--- config.mk ---
export PLATFORM = sky130hd
export DESIGN_NAME = i2c_master_register_access_flat
export DESIGN_NICKNAME = d
export VERILOG_FILES = /design/src/hw/rtl/i2cm_pkg.sv /design/src/hw/rtl/i2cm_in_if.sv /design/src/hw/rtl/i2cm_out_if.sv /design/src/hw/rtl/i2cm_seq.sv /design/src/hw/rtl/i2c_master_register_access.sv /design/src/flat_wrapper.sv
export VERILOG_INCLUDE_DIRS = /design/src /design/src/hw/rtl
export SDC_FILE = /design/constraint.sdc
export NUM_CORES = 1
export LEC_CHECK = 0
export ABC_AREA = 0
export BUFFER_PORTS_ARGS = -buffer_cell sky130_fd_sc_hd__buf_2
export CAP_MARGIN = 20
export CORE_MARGIN = 8
export CORE_UTILIZATION = 62
export DETAILED_ROUTE_END_ITERATION = 10
export PLACE_DENSITY = 0.82
export SYNTH_ARGS = -nofsm -noshare
export SYNTH_HDL_FRONTEND = slang
export SYNTH_SLANG_ARGS = --single-unit
--- constraint.sdc ---
create_clock -name i_clk -period 5.25 [get_ports i_clk]
set_clock_uncertainty 0.1 [all_clocks]
set_input_delay 0.2625 -clock i_clk [delete_from_list [all_inputs] [get_ports i_clk]]
set_output_delay 0.2625 -clock i_clk [all_outputs]
set_load 0.01 [all_outputs]
--- src/hw/rtl/i2c_master_register_access_macros.svh ---
// Assertion macros shared by the register-access I2C master RTL.
`ifndef I2C_MASTER_REGISTER_ACCESS_MACROS_SVH
`define I2C_MASTER_REGISTER_ACCESS_MACROS_SVH

// Same-cycle implication on i_clk, disabled while i_rst_n is low.
`define I2CM_ASSERT_SAME(label, ante, cons, msg) \
    label: assert property (@(posedge i_clk) disable iff (!i_rst_n) (ante) |-> (cons)) \
        else $error(msg);

// Next-cycle implication on i_clk, disabled while i_rst_n is low.
`define I2CM_ASSERT_NEXT(label, ante, cons, msg) \
    label: assert property (@(posedge i_clk) disable iff (!i_rst_n) (ante) |=> (cons)) \
        else $error(msg);

`endif

--- src/hw/rtl/i2cm_pkg.sv ---
// Package with codes, widths and types of the register-access I2C master.
`default_nettype none
package i2cm_pkg;

    // Read length limits
    localparam int RD_LEN_W       = 9;
    localparam int MAX_READ_BYTES = 256;

    // Configuration register indexes
    localparam int               CFG_IDX_W     = 3;
    localparam logic [CFG_IDX_W-1:0] CFG_DEV_ADDR = 3'd0;
    localparam logic [CFG_IDX_W-1:0] CFG_REG_ADDR = 3'd1;
    localparam logic [CFG_IDX_W-1:0] CFG_WR_VALUE = 3'd2;
    localparam logic [CFG_IDX_W-1:0] CFG_KIND     = 3'd3;
    localparam logic [CFG_IDX_W-1:0] CFG_RD_LEN   = 3'd4;
    localparam int                   CFG_DATA_W   = 16;

    // Transfer kinds
    localparam logic [1:0] KIND_WR1  = 2'd0;
    localparam logic [1:0] KIND_WR2  = 2'd1;
    localparam logic [1:0] KIND_READ = 2'd2;
    localparam logic [1:0] KIND_ALT  = 2'd3;

    // Line phases
    localparam logic [4:0] PH_IDLE     = 5'd0;
    localparam logic [4:0] PH_ST_A     = 5'd1;
    localparam logic [4:0] PH_ST_B     = 5'd2;
    localparam logic [4:0] PH_ST_C     = 5'd3;
    localparam logic [4:0] PH_WB_LOW   = 5'd4;
    localparam logic [4:0] PH_WB_DATA  = 5'd5;
    localparam logic [4:0] PH_WB_HIGH  = 5'd6;
    localparam logic [4:0] PH_WB_END   = 5'd7;
    localparam logic [4:0] PH_WB_REL   = 5'd8;
    localparam logic [4:0] PH_ACK_HIGH = 5'd9;
    localparam logic [4:0] PH_ACK_LOW  = 5'd10;
    localparam logic [4:0] PH_RD_LOW   = 5'd11;
    localparam logic [4:0] PH_RD_REL   = 5'd12;
    localparam logic [4:0] PH_RD_HIGH  = 5'd13;
    localparam logic [4:0] PH_RD_DROP  = 5'd14;
    localparam logic [4:0] PH_RS_LOW   = 5'd15;
    localparam logic [4:0] PH_RS_DATA  = 5'd16;
    localparam logic [4:0] PH_RS_HIGH  = 5'd17;
    localparam logic [4:0] PH_RS_DROP  = 5'd18;
    localparam logic [4:0] PH_SP_A     = 5'd19;
    localparam logic [4:0] PH_SP_B     = 5'd20;
    localparam logic [4:0] PH_SP_C     = 5'd21;

    // Byte stages of a transaction
    localparam logic [2:0] SG_DEV_W  = 3'd0;
    localparam logic [2:0] SG_REG    = 3'd1;
    localparam logic [2:0] SG_DATA_A = 3'd2;
    localparam logic [2:0] SG_DATA_B = 3'd3;
    localparam logic [2:0] SG_DEV_R  = 3'd4;

    // Configuration register file contents
    typedef struct packed {
        logic [7:0]          dev_addr;
        logic [7:0]          reg_addr;
        logic [15:0]         wr_value;
        logic [1:0]          kind;
        logic [RD_LEN_W-1:0] rd_len;
    } t_cfg;

    // One result item
    typedef struct packed {
        logic       clock_line;
        logic       data_line;
        logic       byte_ready;
        logic [7:0] read_byte;
        logic       last_byte;
        logic       busy_res;
        logic       finished;
        logic       nack_seen;
    } t_result;

endpackage
`default_nettype wire

--- src/hw/rtl/i2cm_in_if.sv ---
// Request channel: valid/ready handshake with begin and sampled data line.
`default_nettype none
interface i2cm_in_if;
    logic valid;
    logic ready;
    logic begin_req;
    logic sda_sample;

    modport source (output valid, output begin_req, output sda_sample, input ready);
    modport sink   (input valid, input begin_req, input sda_sample, output ready);
endinterface
`default_nettype wire

--- src/hw/rtl/i2cm_out_if.sv ---
// Result channel: valid/ready handshake with line levels and read data.
`default_nettype none
interface i2cm_out_if;
    logic       valid;
    logic       ready;
    logic       clock_line;
    logic       data_line;
    logic       byte_ready;
    logic [7:0] read_byte;
    logic       last_byte;
    logic       busy_res;
    logic       finished;
    logic       nack_seen;

    modport source (output valid, output clock_line, output data_line, output byte_ready,
                    output read_byte, output last_byte, output busy_res, output finished,
                    output nack_seen, input ready);
    modport sink   (input valid, input clock_line, input data_line, input byte_ready,
                    input read_byte, input last_byte, input busy_res, input finished,
                    input nack_seen, output ready);
endinterface
`default_nettype wire

--- src/hw/rtl/i2cm_seq.sv ---
// Bus sequencer: one line phase per step, with its state registers.
`default_nettype none
module i2cm_seq (
    input  wire logic             i_clk,
    input  wire logic             i_rst_n,
    input  wire logic             i_step,
    input  wire logic             i_begin,
    input  wire logic             i_sda,
    input  wire i2cm_pkg::t_cfg   i_cfg,
    output i2cm_pkg::t_result     o_res
);
    import i2cm_pkg::*;

    logic [4:0]          r_phase, n_phase;
    logic [3:0]          r_bit, n_bit;
    logic [7:0]          r_shift, n_shift;
    logic [RD_LEN_W-1:0] r_left, n_left;
    logic                r_nack, n_nack;
    logic                r_clk_lvl, n_clk_lvl;
    logic                r_dat_lvl, n_dat_lvl;
    logic [2:0]          r_stage, n_stage;
    logic [7:0]          r_lat_dev, n_lat_dev;
    logic [7:0]          r_lat_reg, n_lat_reg;
    logic [15:0]         r_lat_val, n_lat_val;
    logic [1:0]          r_lat_kind, n_lat_kind;

    logic                start;
    logic [4:0]          cur_phase;
    logic [3:0]          bit_inc;
    logic [7:0]          rd_shift;
    logic                rdy;
    logic [7:0]          rbyte;
    logic                last;
    logic                fin;

    // Work out one tick of the bus sequence
    always_comb begin
        n_phase    = r_phase;
        n_bit      = r_bit;
        n_shift    = r_shift;
        n_left     = r_left;
        n_nack     = r_nack;
        n_clk_lvl  = r_clk_lvl;
        n_dat_lvl  = r_dat_lvl;
        n_stage    = r_stage;
        n_lat_dev  = r_lat_dev;
        n_lat_reg  = r_lat_reg;
        n_lat_val  = r_lat_val;
        n_lat_kind = r_lat_kind;
        rdy        = 1'b0;
        rbyte      = 8'h00;
        last       = 1'b0;
        fin        = 1'b0;
        bit_inc    = r_bit + 4'd1;
        rd_shift   = {r_shift[6:0], i_sda};
        start      = (r_phase == PH_IDLE) && i_begin;
        cur_phase  = start ? PH_ST_A : r_phase;

        // Latch configuration when a transaction begins
        if (start) begin
            n_lat_dev  = i_cfg.dev_addr;
            n_lat_reg  = i_cfg.reg_addr;
            n_lat_val  = i_cfg.wr_value;
            n_lat_kind = (i_cfg.kind == KIND_ALT) ? KIND_WR1 : i_cfg.kind;
            if (i_cfg.rd_len == '0) begin
                n_left = RD_LEN_W'(1);
            end else if (i_cfg.rd_len > RD_LEN_W'(MAX_READ_BYTES)) begin
                n_left = RD_LEN_W'(MAX_READ_BYTES);
            end else begin
                n_left = i_cfg.rd_len;
            end
            n_nack  = 1'b0;
            n_stage = SG_DEV_W;
        end

        case (cur_phase)
            PH_ST_A: begin
                n_dat_lvl = 1'b1;
                n_phase   = PH_ST_B;
            end
            PH_ST_B: begin
                n_clk_lvl = 1'b1;
                n_phase   = PH_ST_C;
            end
            PH_ST_C: begin
                n_dat_lvl = 1'b0;
                n_shift   = (r_stage == SG_DEV_R) ? (r_lat_dev | 8'h01) : (r_lat_dev & 8'hfe);
                n_bit     = 4'd0;
                n_phase   = PH_WB_LOW;
            end
            PH_WB_LOW: begin
                n_clk_lvl = 1'b0;
                n_phase   = PH_WB_DATA;
            end
            PH_WB_DATA: begin
                n_dat_lvl = r_shift[7];
                n_phase   = PH_WB_HIGH;
            end
            PH_WB_HIGH: begin
                n_clk_lvl = 1'b1;
                n_shift   = {r_shift[6:0], 1'b0};
                n_bit     = bit_inc;
                n_phase   = (bit_inc >= 4'd8) ? PH_WB_END : PH_WB_LOW;
            end
            PH_WB_END: begin
                n_clk_lvl = 1'b0;
                n_phase   = PH_WB_REL;
            end
            PH_WB_REL: begin
                n_dat_lvl = 1'b1;
                n_phase   = PH_ACK_HIGH;
            end
            PH_ACK_HIGH: begin
                n_clk_lvl = 1'b1;
                if (i_sda) begin
                    n_nack = 1'b1;
                end
                n_phase = PH_ACK_LOW;
            end
            PH_ACK_LOW: begin
                n_clk_lvl = 1'b0;
                // Pick the next byte or phase after the slave's ACK slot
                case (r_stage)
                    SG_DEV_W: begin
                        n_stage = SG_REG;
                        n_shift = r_lat_reg;
                        n_bit   = 4'd0;
                        n_phase = PH_WB_LOW;
                    end
                    SG_REG: begin
                        if (r_lat_kind == KIND_READ) begin
                            n_stage = SG_DEV_R;
                            n_phase = PH_ST_A;
                        end else begin
                            n_stage = SG_DATA_A;
                            n_shift = (r_lat_kind == KIND_WR2) ? r_lat_val[15:8]
                                                               : r_lat_val[7:0];
                            n_bit   = 4'd0;
                            n_phase = PH_WB_LOW;
                        end
                    end
                    SG_DATA_A: begin
                        if (r_lat_kind == KIND_WR2) begin
                            n_stage = SG_DATA_B;
                            n_shift = r_lat_val[7:0];
                            n_bit   = 4'd0;
                            n_phase = PH_WB_LOW;
                        end else begin
                            n_phase = PH_SP_A;
                        end
                    end
                    SG_DEV_R: begin
                        n_phase = PH_RD_LOW;
                    end
                    default: begin
                        n_phase = PH_SP_A;
                    end
                endcase
            end
            PH_RD_LOW: begin
                n_clk_lvl = 1'b0;
                n_phase   = PH_RD_REL;
            end
            PH_RD_REL: begin
                n_dat_lvl = 1'b1;
                n_shift   = 8'h00;
                n_bit     = 4'd0;
                n_phase   = PH_RD_HIGH;
            end
            PH_RD_HIGH: begin
                n_clk_lvl = 1'b1;
                n_shift   = rd_shift;
                n_bit     = bit_inc;
                // Hand out the byte once its eighth bit is in
                if (bit_inc >= 4'd8) begin
                    rdy   = 1'b1;
                    rbyte = rd_shift;
                    last  = (r_left <= RD_LEN_W'(1));
                    if (r_left != '0) begin
                        n_left = r_left - RD_LEN_W'(1);
                    end
                end
                n_phase = PH_RD_DROP;
            end
            PH_RD_DROP: begin
                n_clk_lvl = 1'b0;
                n_phase   = (r_bit >= 4'd8) ? PH_RS_LOW : PH_RD_HIGH;
            end
            PH_RS_LOW: begin
                n_clk_lvl = 1'b0;
                n_phase   = PH_RS_DATA;
            end
            PH_RS_DATA: begin
                // ACK while bytes remain, NACK after the last one
                n_dat_lvl = (r_left == '0);
                n_phase   = PH_RS_HIGH;
            end
            PH_RS_HIGH: begin
                n_clk_lvl = 1'b1;
                n_phase   = PH_RS_DROP;
            end
            PH_RS_DROP: begin
                n_clk_lvl = 1'b0;
                n_phase   = (r_left != '0) ? PH_RD_LOW : PH_SP_A;
            end
            PH_SP_A: begin
                n_dat_lvl = 1'b0;
                n_phase   = PH_SP_B;
            end
            PH_SP_B: begin
                n_clk_lvl = 1'b1;
                n_phase   = PH_SP_C;
            end
            PH_SP_C: begin
                n_dat_lvl = 1'b1;
                fin       = 1'b1;
                n_phase   = PH_IDLE;
            end
            default: begin
                n_phase = PH_IDLE;
            end
        endcase
    end

    // Assemble the result of this tick
    always_comb begin
        o_res.clock_line = n_clk_lvl;
        o_res.data_line  = n_dat_lvl;
        o_res.byte_ready = rdy;
        o_res.read_byte  = rbyte;
        o_res.last_byte  = last;
        o_res.busy_res   = (n_phase != PH_IDLE);
        o_res.finished   = fin;
        o_res.nack_seen  = n_nack;
    end

    // Control state
    always_ff @(posedge i_clk) begin
        if (!i_rst_n) begin
            r_phase   <= PH_IDLE;
            r_bit     <= 4'd0;
            r_nack    <= 1'b0;
            r_clk_lvl <= 1'b1;
            r_dat_lvl <= 1'b1;
            r_stage   <= SG_DEV_W;
            r_left    <= '0;
        end else if (i_step) begin
            r_phase   <= n_phase;
            r_bit     <= n_bit;
            r_nack    <= n_nack;
            r_clk_lvl <= n_clk_lvl;
            r_dat_lvl <= n_dat_lvl;
            r_stage   <= n_stage;
            r_left    <= n_left;
        end
    end

    // Shift byte and latched transaction data
    always_ff @(posedge i_clk) begin
        if (!i_rst_n) begin
            r_shift    <= 8'h00;
            r_lat_dev  <= 8'h00;
            r_lat_reg  <= 8'h00;
            r_lat_val  <= 16'h0000;
            r_lat_kind <= KIND_WR1;
        end else if (i_step) begin
            r_shift    <= n_shift;
            r_lat_dev  <= n_lat_dev;
            r_lat_reg  <= n_lat_reg;
            r_lat_val  <= n_lat_val;
            r_lat_kind <= n_lat_kind;
        end
    end

endmodule
`default_nettype wire

--- src/hw/rtl/i2c_master_register_access.sv ---
// Top level of the register-access I2C master: config, input and result stages.
`default_nettype none
`include "i2c_master_register_access_macros.svh"
// Register-access I2C master that advances the bus sequence by one line phase per
// accepted request transfer (start, device address, register address, one or two
// write bytes, or repeated start and N read bytes, then stop) and returns exactly one
// result transfer for each. A request is held in the input register, the sequencer
// steps its state as the request leaves that register and the outcome lands in the
// result register; one request is taken every cycle while results are drained, and a
// stalled result register holds the request stage and so the input. Configuration
// registers are latched at the start of each transaction and must be written
// through the plain write port while the block is idle; the block does not enforce it.
module i2c_master_register_access (
    input  wire logic                            i_clk,
    input  wire logic                            i_rst_n,
    i2cm_in_if.sink                              i_req,
    i2cm_out_if.source                           o_res,
    input  wire logic                            i_cfg_we,
    input  wire logic [i2cm_pkg::CFG_IDX_W-1:0]  i_cfg_index,
    input  wire logic [i2cm_pkg::CFG_DATA_W-1:0] i_cfg_wdata
);
    import i2cm_pkg::*;

    t_cfg    r_cfg;
    logic    r_in_vld;
    logic    r_in_begin;
    logic    r_in_sda;
    logic    r_out_vld;
    t_result r_out;
    t_result seq_res;
    logic    advance;
    logic    out_fin;
    logic    out_last;
    logic    out_byte;
    logic    out_hi;
    logic    in_hold;

    // Configuration register writes
    always_ff @(posedge i_clk) begin
        if (!i_rst_n) begin
            r_cfg.dev_addr <= 8'h00;
            r_cfg.reg_addr <= 8'h00;
            r_cfg.wr_value <= 16'h0000;
            r_cfg.kind     <= KIND_WR1;
            r_cfg.rd_len   <= RD_LEN_W'(1);
        end else if (i_cfg_we) begin
            case (i_cfg_index)
                CFG_DEV_ADDR: r_cfg.dev_addr <= i_cfg_wdata[7:0];
                CFG_REG_ADDR: r_cfg.reg_addr <= i_cfg_wdata[7:0];
                CFG_WR_VALUE: r_cfg.wr_value <= i_cfg_wdata;
                CFG_KIND:     r_cfg.kind     <= i_cfg_wdata[1:0];
                CFG_RD_LEN:   r_cfg.rd_len   <= i_cfg_wdata[RD_LEN_W-1:0];
                default: begin
                end
            endcase
        end
    end

    // Step the sequencer when a request is held and the result slot frees up
    assign advance     = r_in_vld && (!r_out_vld || o_res.ready);
    assign i_req.ready = !r_in_vld || advance;

    // Input register
    always_ff @(posedge i_clk) begin
        if (!i_rst_n) begin
            r_in_vld <= 1'b0;
        end else if (i_req.ready) begin
            r_in_vld <= i_req.valid;
        end
    end

    always_ff @(posedge i_clk) begin
        if (i_req.ready) begin
            r_in_begin <= i_req.begin_req;
            r_in_sda   <= i_req.sda_sample;
        end
    end

    i2cm_seq u_seq (
        .i_clk   (i_clk),
        .i_rst_n (i_rst_n),
        .i_step  (advance),
        .i_begin (r_in_begin),
        .i_sda   (r_in_sda),
        .i_cfg   (r_cfg),
        .o_res   (seq_res)
    );

    // Result register
    always_ff @(posedge i_clk) begin
        if (!i_rst_n) begin
            r_out_vld <= 1'b0;
        end else if (advance) begin
            r_out_vld <= 1'b1;
        end else if (o_res.ready) begin
            r_out_vld <= 1'b0;
        end
    end

    always_ff @(posedge i_clk) begin
        if (advance) begin
            r_out <= seq_res;
        end
    end

    assign o_res.valid      = r_out_vld;
    assign o_res.clock_line = r_out.clock_line;
    assign o_res.data_line  = r_out.data_line;
    assign o_res.byte_ready = r_out.byte_ready;
    assign o_res.read_byte  = r_out.read_byte;
    assign o_res.last_byte  = r_out.last_byte;
    assign o_res.busy_res   = r_out.busy_res;
    assign o_res.finished   = r_out.finished;
    assign o_res.nack_seen  = r_out.nack_seen;

    // Qualify the held result and request for the checks
    assign out_fin  = r_out_vld && r_out.finished;
    assign out_last = r_out_vld && r_out.last_byte;
    assign out_byte = r_out_vld && r_out.byte_ready;
    assign out_hi   = r_out.clock_line && r_out.busy_res;
    assign in_hold  = r_in_vld && !advance;

    // Checks on the sequencer and the stages
    `I2CM_ASSERT_SAME(a_fin_not_busy, out_fin, !r_out.busy_res, "finished while still busy")
    `I2CM_ASSERT_SAME(a_last_has_byte, out_last, r_out.byte_ready, "last flag without a byte")
    `I2CM_ASSERT_SAME(a_byte_on_clk_high, out_byte, out_hi, "read byte off a high clock")
    `I2CM_ASSERT_NEXT(a_hold_request, in_hold, r_in_vld, "held request dropped before its step")

endmodule
`default_nettype wire
--- src/flat_wrapper.sv ---
// flat-port wrapper written by rule: the top's interface ports become plain ports
module i2c_master_register_access_flat import i2cm_pkg::*;
  (i_clk, i_rst_n, i_cfg_we, i_cfg_index, i_cfg_wdata, i_req_valid, i_req_begin_req, i_req_sda_sample, i_req_ready, o_res_valid, o_res_clock_line, o_res_data_line, o_res_byte_ready, o_res_read_byte, o_res_last_byte, o_res_busy_res, o_res_finished, o_res_nack_seen, o_res_ready);
  i2cm_in_if i_req_i ();
  i2cm_out_if o_res_i ();
  input  wire logic i_clk;
  input  wire logic i_rst_n;
  input  wire logic i_cfg_we;
  input  wire logic [i2cm_pkg::CFG_IDX_W-1:0] i_cfg_index;
  input  wire logic [i2cm_pkg::CFG_DATA_W-1:0] i_cfg_wdata;
  input wire logic [$bits(i_req_i.valid)-1:0] i_req_valid;
  input wire logic [$bits(i_req_i.begin_req)-1:0] i_req_begin_req;
  input wire logic [$bits(i_req_i.sda_sample)-1:0] i_req_sda_sample;
  output wire logic [$bits(i_req_i.ready)-1:0] i_req_ready;
  output wire logic [$bits(o_res_i.valid)-1:0] o_res_valid;
  output wire logic [$bits(o_res_i.clock_line)-1:0] o_res_clock_line;
  output wire logic [$bits(o_res_i.data_line)-1:0] o_res_data_line;
  output wire logic [$bits(o_res_i.byte_ready)-1:0] o_res_byte_ready;
  output wire logic [$bits(o_res_i.read_byte)-1:0] o_res_read_byte;
  output wire logic [$bits(o_res_i.last_byte)-1:0] o_res_last_byte;
  output wire logic [$bits(o_res_i.busy_res)-1:0] o_res_busy_res;
  output wire logic [$bits(o_res_i.finished)-1:0] o_res_finished;
  output wire logic [$bits(o_res_i.nack_seen)-1:0] o_res_nack_seen;
  input wire logic [$bits(o_res_i.ready)-1:0] o_res_ready;
  assign i_req_i.valid = i_req_valid;
  assign i_req_i.begin_req = i_req_begin_req;
  assign i_req_i.sda_sample = i_req_sda_sample;
  assign i_req_ready = i_req_i.ready;
  assign o_res_valid = o_res_i.valid;
  assign o_res_clock_line = o_res_i.clock_line;
  assign o_res_data_line = o_res_i.data_line;
  assign o_res_byte_ready = o_res_i.byte_ready;
  assign o_res_read_byte = o_res_i.read_byte;
  assign o_res_last_byte = o_res_i.last_byte;
  assign o_res_busy_res = o_res_i.busy_res;
  assign o_res_finished = o_res_i.finished;
  assign o_res_nack_seen = o_res_i.nack_seen;
  assign o_res_i.ready = o_res_ready;
  i2c_master_register_access u_core (.i_clk(i_clk), .i_rst_n(i_rst_n), .i_req(i_req_i), .o_res(o_res_i), .i_cfg_we(i_cfg_we), .i_cfg_index(i_cfg_index), .i_cfg_wdata(i_cfg_wdata));
endmodule
### Word-level counts from Yosys, hierarchy flattened

Cells that the tools add are included.

| word-level totals | value |
|---|---|
| flip-flop bits (word level) | 128 |
| bits of input ports | 26 |
| logic and storage cells | 139 |

| cells by class | value |
|---|---|
| add/subtract/negate cells | 2 |
| order comparisons | 4 |
| equality and inequality tests | 34 |
| multiplexer cells | 39 |
| reductions and logical operators | 31 |

Operator list:

| operator | number |
|---|---|
| case mux 5 bit (20 select lines) | 1 |
| 2-to-1 mux 9 bit | 6 |
| == test 5 x 4 -> 1 bit (second input constant) | 8 |
| case mux 8 bit (5 select lines) | 1 |
| == test 5 bit (second input constant) | 6 |
| 2-to-1 mux 8 bit | 3 |
| case mux 4 bit (3 select lines) | 2 |
| case mux 8 bit (3 select lines) | 1 |
| == test 5 x 3 -> 1 bit (second input constant) | 4 |
| case mux 5 bit (4 select lines) | 1 |
| logical NOT 9 bit | 2 |
| 2-to-1 mux 3 bit | 5 |
| 2-to-1 mux 5 bit | 3 |
| AND reduction 2 bit | 7 |
| == test 5 x 2 -> 1 bit (second input constant) | 2 |
| AND reduction 5 bit | 2 |
| nonzero test 5 bit | 2 |
| == test 3 x 2 -> 1 bit (second input constant) | 3 |
| > comparator 9 bit (second input constant) | 1 |
| less-or-equal comparator 9 x 1 -> 1 bit (second input constant) | 1 |
| case mux 3 bit (3 select lines) | 1 |
| nonzero test 9 bit | 1 |
| subtractor 9 x 1 -> 9 bit (second input constant) | 1 |
| >= comparator 4 bit (second input constant) | 2 |
| 24 further kinds | 44 |

### Depth between registers and ports, before layout

Gate-level depths: netlist of run 1.

| depth | value |
|---|---|
| depth after elaboration | 7 |
| gate-level depth with buffers | 8 |

### Hierarchy

A second synthesis of run 1 with hierarchy kept.

| second synthesis, totals | value |
|---|---|
| cell total of the unflattened synthesis | 708 |
| area, all modules | 6,157.2 um^2 |

Modules (own cells, without submodules):

| module | times used | cells each | area an instance (um^2) | sequential area each (um^2) |
|---|---|---|---|---|
| i2cm_seq | 1 | 520 | 3,930.0 | 1,301.2 |
| i2c_master_register_access | 1 | 188 | 2,227.1 | 1,411.4 |

### Worst setup path after synthesis of run 1

OpenSTA, ideal clock, no wires.

| timing | value |
|---|---|
| kind | flip-flop to flip-flop |
| from | register u_core.u_seq.r_left[0] |
| to | register u_core.u_seq.r_left[7] |
| data arrival time | 1,932 ps |
| required time | 5,062 ps |
| path slack | 3,130 ps |
| stages on the path, launching flop included | 9 |
| path buffers | 1 |
| period minus slack after synthesis | 2,120 ps |
| cells stage by stage | dfxtp_1 -> inv_1 -> ha_1 -> nor4b_2 -> a211oi_2 -> and2_1 -> buf_2 -> mux2_2 -> o32ai_2 |

| between the ends | value |
|---|---|
| longest elaborated chain between the ends | 4 |

RTL lines:

| element | RTL line | RTL |
|---|---|---|
| start: declaration | i2cm_seq.sv:17 | `logic [RD_LEN_W-1:0] r_left, n_left;` |
| start signal: assignment | i2cm_seq.sv:254 | `r_left <= n_left;` |
| subtractor 9 x 1 -> 9 bit or nonzero test 9 bit (tied branches) | i2cm_seq.sv:180, i2cm_seq.sv:179 |  |
| 2-to-1 mux 9 bit * | i2cm_seq.sv:179 | `if (r_left != '0) begin` |
| 2-to-1 mux 9 bit * | i2cm_seq.sv:175 | `if (bit_inc >= 4'd8) begin` |
| 2-to-1 mux 9 bit * | i2cm_seq.sv:76 | `case (cur_phase)` |

Every way passes the cells marked *; elsewhere a longest branch is shown, timed or not.
A chain may end at the register's enable or synchronous reset.

### Worst setup path in the final report of run 1

| timing | value |
|---|---|
| from | register u_core.u_seq.r_phase[2] |
| to | register u_core.u_seq.r_left[7] |

| between the ends | value |
|---|---|
| longest elaborated chain between the ends | 6 |

RTL lines:

| element | RTL line | RTL |
|---|---|---|
| start: declaration | i2cm_seq.sv:14 | `logic [4:0] r_phase, n_phase;` |
| start signal: assignment | i2cm_seq.sv:248 | `r_phase <= n_phase;` |
| logical NOT 5 bit | i2cm_seq.sv:56 | `start = (r_phase == PH_IDLE) && i_begin;` |
| logical AND 1 bit | i2cm_seq.sv:56 |  |
| 2-to-1 mux 9 bit | i2cm_seq.sv:60 | `if (start) begin` |
| 2-to-1 mux 9 bit | i2cm_seq.sv:179 |  |
| 2-to-1 mux 9 bit | i2cm_seq.sv:175 |  |
| 2-to-1 mux 9 bit * | i2cm_seq.sv:76 |  |

Marked as above.

==> run summary, run 1 <==
status - finished, final reports clean
number of maximum-capacitance constraint violations - 0
overflow left after global routing - 0
total power - 2.293 mW
Chip Width - 114.5 um
count of buffering cells on the critical path with inverters included - 0
setup tns final - 0 ns
synthesis-stage register bit count - 126
share of the clock period used by the worst path - 55.59%
Fin. Hold Viols - 0
number of filler instances in the final layout - 701
Final Routed Wirelength - 15.53 mm
family with the most delay on the worst path - flip-flops
library cells used by synthesis - 78
final-report max-slew violation count - 0
RSZ-0062 raised after global routing - false
Vias - 5439
Routed WL per cell - 17.35 um
worst setup slack after placement - 2.142 ns
ratio of total power to cell area - 326.4 nW/um2
Max VDD drop - 255.8 uV
pin count of the biggest net entering global routing - 91
warnings from Yosys - 0
arrival time worst endpoint - 3.26 ns
TritonCTS sink count - 126
Die Y - 114.5 um
type of origin of the critical path - flop
share of the yosys chip area belonging to registers - 44.76%
Synthesized Nets - 741
slew margin rel. - 32.36%
Clock Tree Root - clkbuf_8
number of buffers created by CTS - 17
maximum net fanout on the critical path - 27
static leakage power - 2.492 nW
total number of placement rows - 36
initial antenna violation count - 0
critical-path cell with the highest stage delay - dfxtp_1
Routability Congestion - 0.8620
hold crit path type - input port to flop
peak per-stage delay on the critical path - 0.99 ns
most common cell after layout, fill and taps aside - nand2_1
Mapped Cells - 711
final setup violation count - 0
category of the most critical setup path - flop to flop
antenna-violating nets left - 0
clock tree from TritonCTS - yes
number of violations reported at the end of detailed-routing iteration 0 - 534
clk buf depth - 2
starting density of the core - 62.70%
layout net count - 779
worst slack on hold paths - 0.03462 ns
number of levels in the clock H-tree - 4
placeable core area - 9594 um2
area growth from synthesis to layout - 16.76%
mean cell area of the mapped netlist - 8.461 um2
vias per cell - 6.077
later-pin clock latency in the skew report - 0.54 ns
final setup margin - 2.331 ns
Layout Cell Area excl Fill - 7024 um2
Most flops, register - u_core.r_cfg
# DRC - 0
flip-flop count of the largest register after layout - 42
type of element capturing the critical path - flop
data required time at the worst endpoint - 5.59 ns
number of I/O port buffers - 42
highest-count cells in the layout ignoring fill and taps - nand2_1 (136), dfxtp_1 (109), a21oi_1 (90)
Synth Cell Area - 6016 um2
total die area - 13110 um2
detailed-placement wirelength estimate - 10.27 mm
number of primary I/O pins - 43
clock slew at reported path FFs - 0.06 ns
standard cell area after detailed placement - 6238 um2
post-layout minimum cycle time - 2.919 ns
dominant register cell in the synthesized netlist - dfxtp_1
fraction of layout instances using a drive strength above 1 - 13.52%
number of inserted diodes - 0
post-synthesis async set-or-reset flop share - 0%
detailed-router iteration count before antenna repair - 5
highest clock frequency the design can meet - 0.3426 GHz
Cell Chain, Critical Path - nand2b_1, a211oi_2, and2_1, mux2_2, o32ai_2
number of flops mapped to enable cells by yosys - 17
first-pass GRT wire length - 26.04 mm
transition time at the pin with the least slew margin - 1.013 ns
top flop regs - u_core.r_cfg x42, u_core.u_seq.r_lat_val x16, u_core.u_seq.r_left x9
vias in the first global route - 5269
All-Layer GR Usage - 24.90%
## layout make-up
class / count / area, um2 / share of cell area (%)
clock buffer: 19 / 441.7 / 6.288
clock inverter: 13 / 113.9 / 1.621
inverter: 12 / 45.04 / 0.6413
multi-input combinational: 521 / 3059 / 43.55
sequential: 126 / 2693 / 38.33
tap: 133 / 166.4 / 2.369
timing repair buffer: 71 / 505.5 / 7.196
## metrics by stage
step | utilization, % | std cells
detailed placement | 65.02 | 840
CTS | 73.00 | 893
floorplan | - | 711
finish | 73.21 | 895
global placement | 64.66 | 838
global route | 73.21 | 895
## cell usage after synthesis, types with 4 or more instances
cell type  number  area (um2)
mux2i_1        17       170.2
nor3b_1         4       30.03
ha_1            4       50.05
nand3b_1        6       45.04
nor2b_1        17       106.4
dfxtp_1       109        2182
nand2_1       136       510.5
nand2b_1        8       50.05
nand4_1         6       37.54
a31oi_1         6       37.54
inv_1          11       41.29
nor3_1         12       60.06
a221oi_1        6       52.55
edfxtp_1       17       510.5
a211oi_1       10       75.07
and3b_1         4       35.03
clkbuf_1       38       142.6
buf_2           9       45.04
a311oi_1       10       87.58
a21o_1          4       30.03
o21ai_0        21       105.1
nor2_1         49       183.9
a21oi_1        90       450.4
nand3_1        15       75.07
and3_1         11       68.82
a22o_1          9       78.83
## worst reg2reg max path, cell delays in order (launching register included)
cell,delay (ns)
dfxtp_1,0.99
nand2b_1,0.33
a211oi_2,0.41
and2_1,0.41
mux2_2,0.39
o32ai_2,0.20
## final timing paths
kind / endpoint / startpoint / slack [ns] / cells after the start
worst max-delay path: u_core.u_seq.r_left[7]$_SDFFE_PN0P_ / u_core.u_seq.r_phase[2]$_SDFFE_PN0P_ / 2.33 / 5
worst min-delay path: u_core.r_in_begin$_DFFE_PP_ / o_res_ready / 0.03 / 3
worst max register to register: u_core.u_seq.r_left[7]$_SDFFE_PN0P_ / u_core.u_seq.r_phase[2]$_SDFFE_PN0P_ / 2.33 / 5
worst min register to register: u_core.r_cfg[14]$_SDFFE_PN0P_ / u_core.r_cfg[14]$_SDFFE_PN0P_ / 0.36 / 2
## logic make-up after synthesis
| family | Yosys count | synth area share (%) |
|---|---|---|
| adders and majority gates | 4 | 0.8320 |
| muxes | 18 | 3.016 |
| xor gates and xnor gates | 5 | 0.8529 |
| and+or+nand+nor | 295 | 24.38 |
| DFF | 126 | 44.76 |
| AOI/OAI and AO/OA | 199 | 21.73 |
| buffers and inverters | 64 | 4.430 |
## power breakdown
| part | internal [mW] | switching [mW] | leakage (nW) |
|---|---|---|---|
| logic | 0.0731 | 0.106 | 1.18 |
| clock network | 0.653 | 0.437 | 0.279 |
| registers | 0.998 | 0.0256 | 1.03 |
## timing repair
action	CTS	global route
hold endpoints to repair	46	0
buffers inserted	0	0
gates resized for setup	0	0
hold buffers	21	0
## per-layer routing
| layer | vias to the layer above | track usage [%] | part of all wire, % |
|---|---|---|---|
| li1 | 2641 | - | - |
| met1 | 2555 | 30.64 | 43 |
| met2 | 208 | 40.93 | 49 |
| met3 | 35 | 5.169 | 6.0 |
| met4 | 0 | 11.36 | 2.3 |
| met5 | - | 0 | 0 |
Power figures use the tool's default switching activity.
==> run 2, diff against run 1 <==
CORE_UTILIZATION = 60   (was 62)
PLACE_DENSITY = 0.79   (was 0.82)
clock period = 3 ns   (was 5.25 ns; I/O delays follow)
==> run summary, run 2 (synthesis gave the netlist of run 1 again) <==
non-filler instance count after layout - 906 (+1.2%)
clk buf depth - 2 (unchanged)
combinational cell fraction of total power - 7.9% (about the same)
most common cell after layout, fill and taps aside - nand2_1
sequential fraction of design power - 42.3% (-2.3 points)
number of violations reported at the end of detailed-routing iteration 0 - 505 (-5.4%)
post-CTS sizing - 0 (unchanged)
fraction of power spent switching nets - 23.68% (-1.1 points)
number of buffers created by CTS - 17 (unchanged)
static leakage power - 2.564 nW (+2.9%)
Clock Tree Root - clkbuf_8
fraction of layout instances using a drive strength above 1 - 14.23% (+0.71 points)
number of I/O port buffers - 42 (unchanged)
category of the most critical setup path - flop to flop
number of instances in the placed design - 850 (+1.2%)
RSZ-0062 raised after global routing - false
Die Y - 116.1 um (+1.4%)
clock slew at reported path FFs - 0.06 ns (about the same)
Max VDD drop - 561.8 uV (+120%)
number of primary I/O pins - 43 (unchanged)
Layout Cell Area excl Fill - 7159 um2 (+1.9%)
total die area - 13490 um2 (+2.9%)
Chip Width - 116.1 um (+1.4%)
total number of placement rows - 36 (unchanged)
number of filler instances in the final layout - 748 (+6.7%)
post-CTS setup buffer count - 0 (unchanged)
fraction of power consumed by the clock network - 49.8% (+2.3 points)
antenna-violating nets left - 0 (unchanged)
number of maximum-capacitance constraint violations - 0 (unchanged)
post-layout minimum cycle time - 2.533 ns (-0.3853 ns)
total power - 4.223 mW (+84%)
hold crit path type - input port to flop
All-Layer GR Usage - 24.59% (-0.31 points)
detailed-router iteration count before antenna repair - 5 (unchanged)
type of origin of the critical path - flop
TritonCTS sink count - 126 (unchanged)
clock tree from TritonCTS - yes
type of element capturing the critical path - flop
placeable core area - 9774 um2 (+1.9%)
final setup violation count - 0 (unchanged)
area growth from synthesis to layout - 19.01%
share of the clock period used by the worst path - 84.44% (+29 points)
arrival time worst endpoint - 2.88 ns (-0.38 ns)
# DRC - 0 (unchanged)
highest-count cells in the layout ignoring fill and taps - nand2_1 (136), dfxtp_1 (109), a21oi_1 (90)
Fin. Hold Viols - 0 (unchanged)
internal power consumption - 3.223 mW (+87%)
top flop regs - u_core.r_cfg x42, u_core.u_seq.r_lat_val x16, u_core.u_seq.r_left x9
number of levels in the clock H-tree - 4 (unchanged)
status - finished, final reports clean
vias per cell - 6.093 (+0.26%)
flip-flop count of the largest register after layout - 42 (unchanged)
first-pass GRT wire length - 26.03 mm (about the same)
Final Routed Wirelength - 15.81 mm (+1.8%)
worst setup slack after placement - 0.5289 ns (-1.613 ns)
pin count of the biggest net entering global routing - 70 (-23%)
overflow left after global routing - 0 (unchanged)
number of inserted diodes - 0 (unchanged)
layout net count - 790 (+1.4%)
starting density of the core - 61.55% (-1.2 points)
standard cell area after detailed placement - 6306 um2 (+1.1%)
detailed-placement wirelength estimate - 10.76 mm (+4.7%)
final-report max-slew violation count - 0 (unchanged)
vias in the first global route - 5335 (+1.3%)
power spent charging and discharging nets - 1.000 mW (+76%)
Routed WL per cell - 17.45 um (+0.54%)
initial antenna violation count - 0 (unchanged)
Most flops, register - u_core.r_cfg
later-pin clock latency in the skew report - 0.53 ns (about the same)
ratio of total power to cell area - 589.9 nW/um2 (+81%)
Routability Congestion - 0.9236 (+7.1%)
setup tns final - 0 ns (unchanged)
data required time at the worst endpoint - 3.34 ns (-2.25 ns)
slew margin rel. - 52.24% (+20 points)
cts-stage hold buffer count - 24 (+14%)
maximum net fanout on the critical path - 18 (-33%)
transition time at the pin with the least slew margin - 0.6984 ns (-0.3147 ns)
final setup margin - 0.4668 ns (-1.865 ns)
Vias - 5520 (+1.5%)
highest clock frequency the design can meet - 0.3948 GHz (+15%)
run 2: changes by cell type in the layout (fill, tap and decap cells not counted), sizes merged:
cell	delta
buf	+9
bufinv	+2
clkinv	-2
dlygate4sd3	+3
inv	-1
run 2: final timing paths:
| kind | start | depth (start not counted) | to | slack, ns |
|---|---|---|---|---|
| setup / recovery | u_core.u_seq.r_phase[2]$_SDFFE_PN0P_ | 5 | u_core.u_seq.r_left[7]$_SDFFE_PN0P_ | 0.47 |
| hold / removal | i_cfg_index[2] | 5 | u_core.r_cfg[10]$_SDFFE_PN0P_ | 0.04 |
| setup reg to reg | u_core.u_seq.r_phase[2]$_SDFFE_PN0P_ | 5 | u_core.u_seq.r_left[7]$_SDFFE_PN0P_ | 0.47 |
| hold reg to reg | u_core.r_cfg[21]$_SDFFE_PN0P_ | 2 | u_core.u_seq.r_lat_val[10]$_SDFFE_PN0P_ | 0.35 |
run 2: through the flow:
stage / utilization (%) / hold WS (ns)
after floorplan: - / 0.1489
after global placement: 64.52 / 0.2307
after detailed placement: 64.52 / 0.2355
after CTS: 73.25 / 0.02939
after global routing: 73.25 / 0.08237
final: 73.25 / 0.03712
run 2: power groups by stage:
stage / logic [mW] / registers, mW / clock network, mW
CTS: 0.330 / 1.78 / 2.12
global placement: 0.298 / 1.82 / 0
global route: 0.364 / 1.79 / 2.20
detailed placement: 0.304 / 1.82 / 0
finish: 0.334 / 1.78 / 2.10
floorplan: 0.219 / 1.80 / 0
run 2: area by class of cell:
| class | instances | area (um2) | share of cell area [%] |
|---|---|---|---|
| clock buffer | 20 | 456.7 | 6.379 |
| multi-input combinational | 521 | 3059 | 42.73 |
| timing repair buffer | 82 | 583.1 | 8.144 |
| tap | 133 | 166.4 | 2.324 |
| sequential | 126 | 2693 | 37.61 |
| inverter | 12 | 45.04 | 0.6292 |
| clock inverter | 12 | 156.4 | 2.185 |
run 2: routing by layer:
metal,GRT usage (%),vias up,wire [um]
met1,30.03,2607,6812
met3,5.688,37,1034
met4,11.58,0,437
met5,0,-,0
met2,40.27,217,7523
li1,-,2659,-
run 2: worst max-delay path: stages, from the launching register on:
cell and delay (ns):
dfxtp_1 0.74, nand2b_1 0.29, a211oi_2 0.33, and2_1 0.41, mux2_2 0.40, o32ai_2 0.18
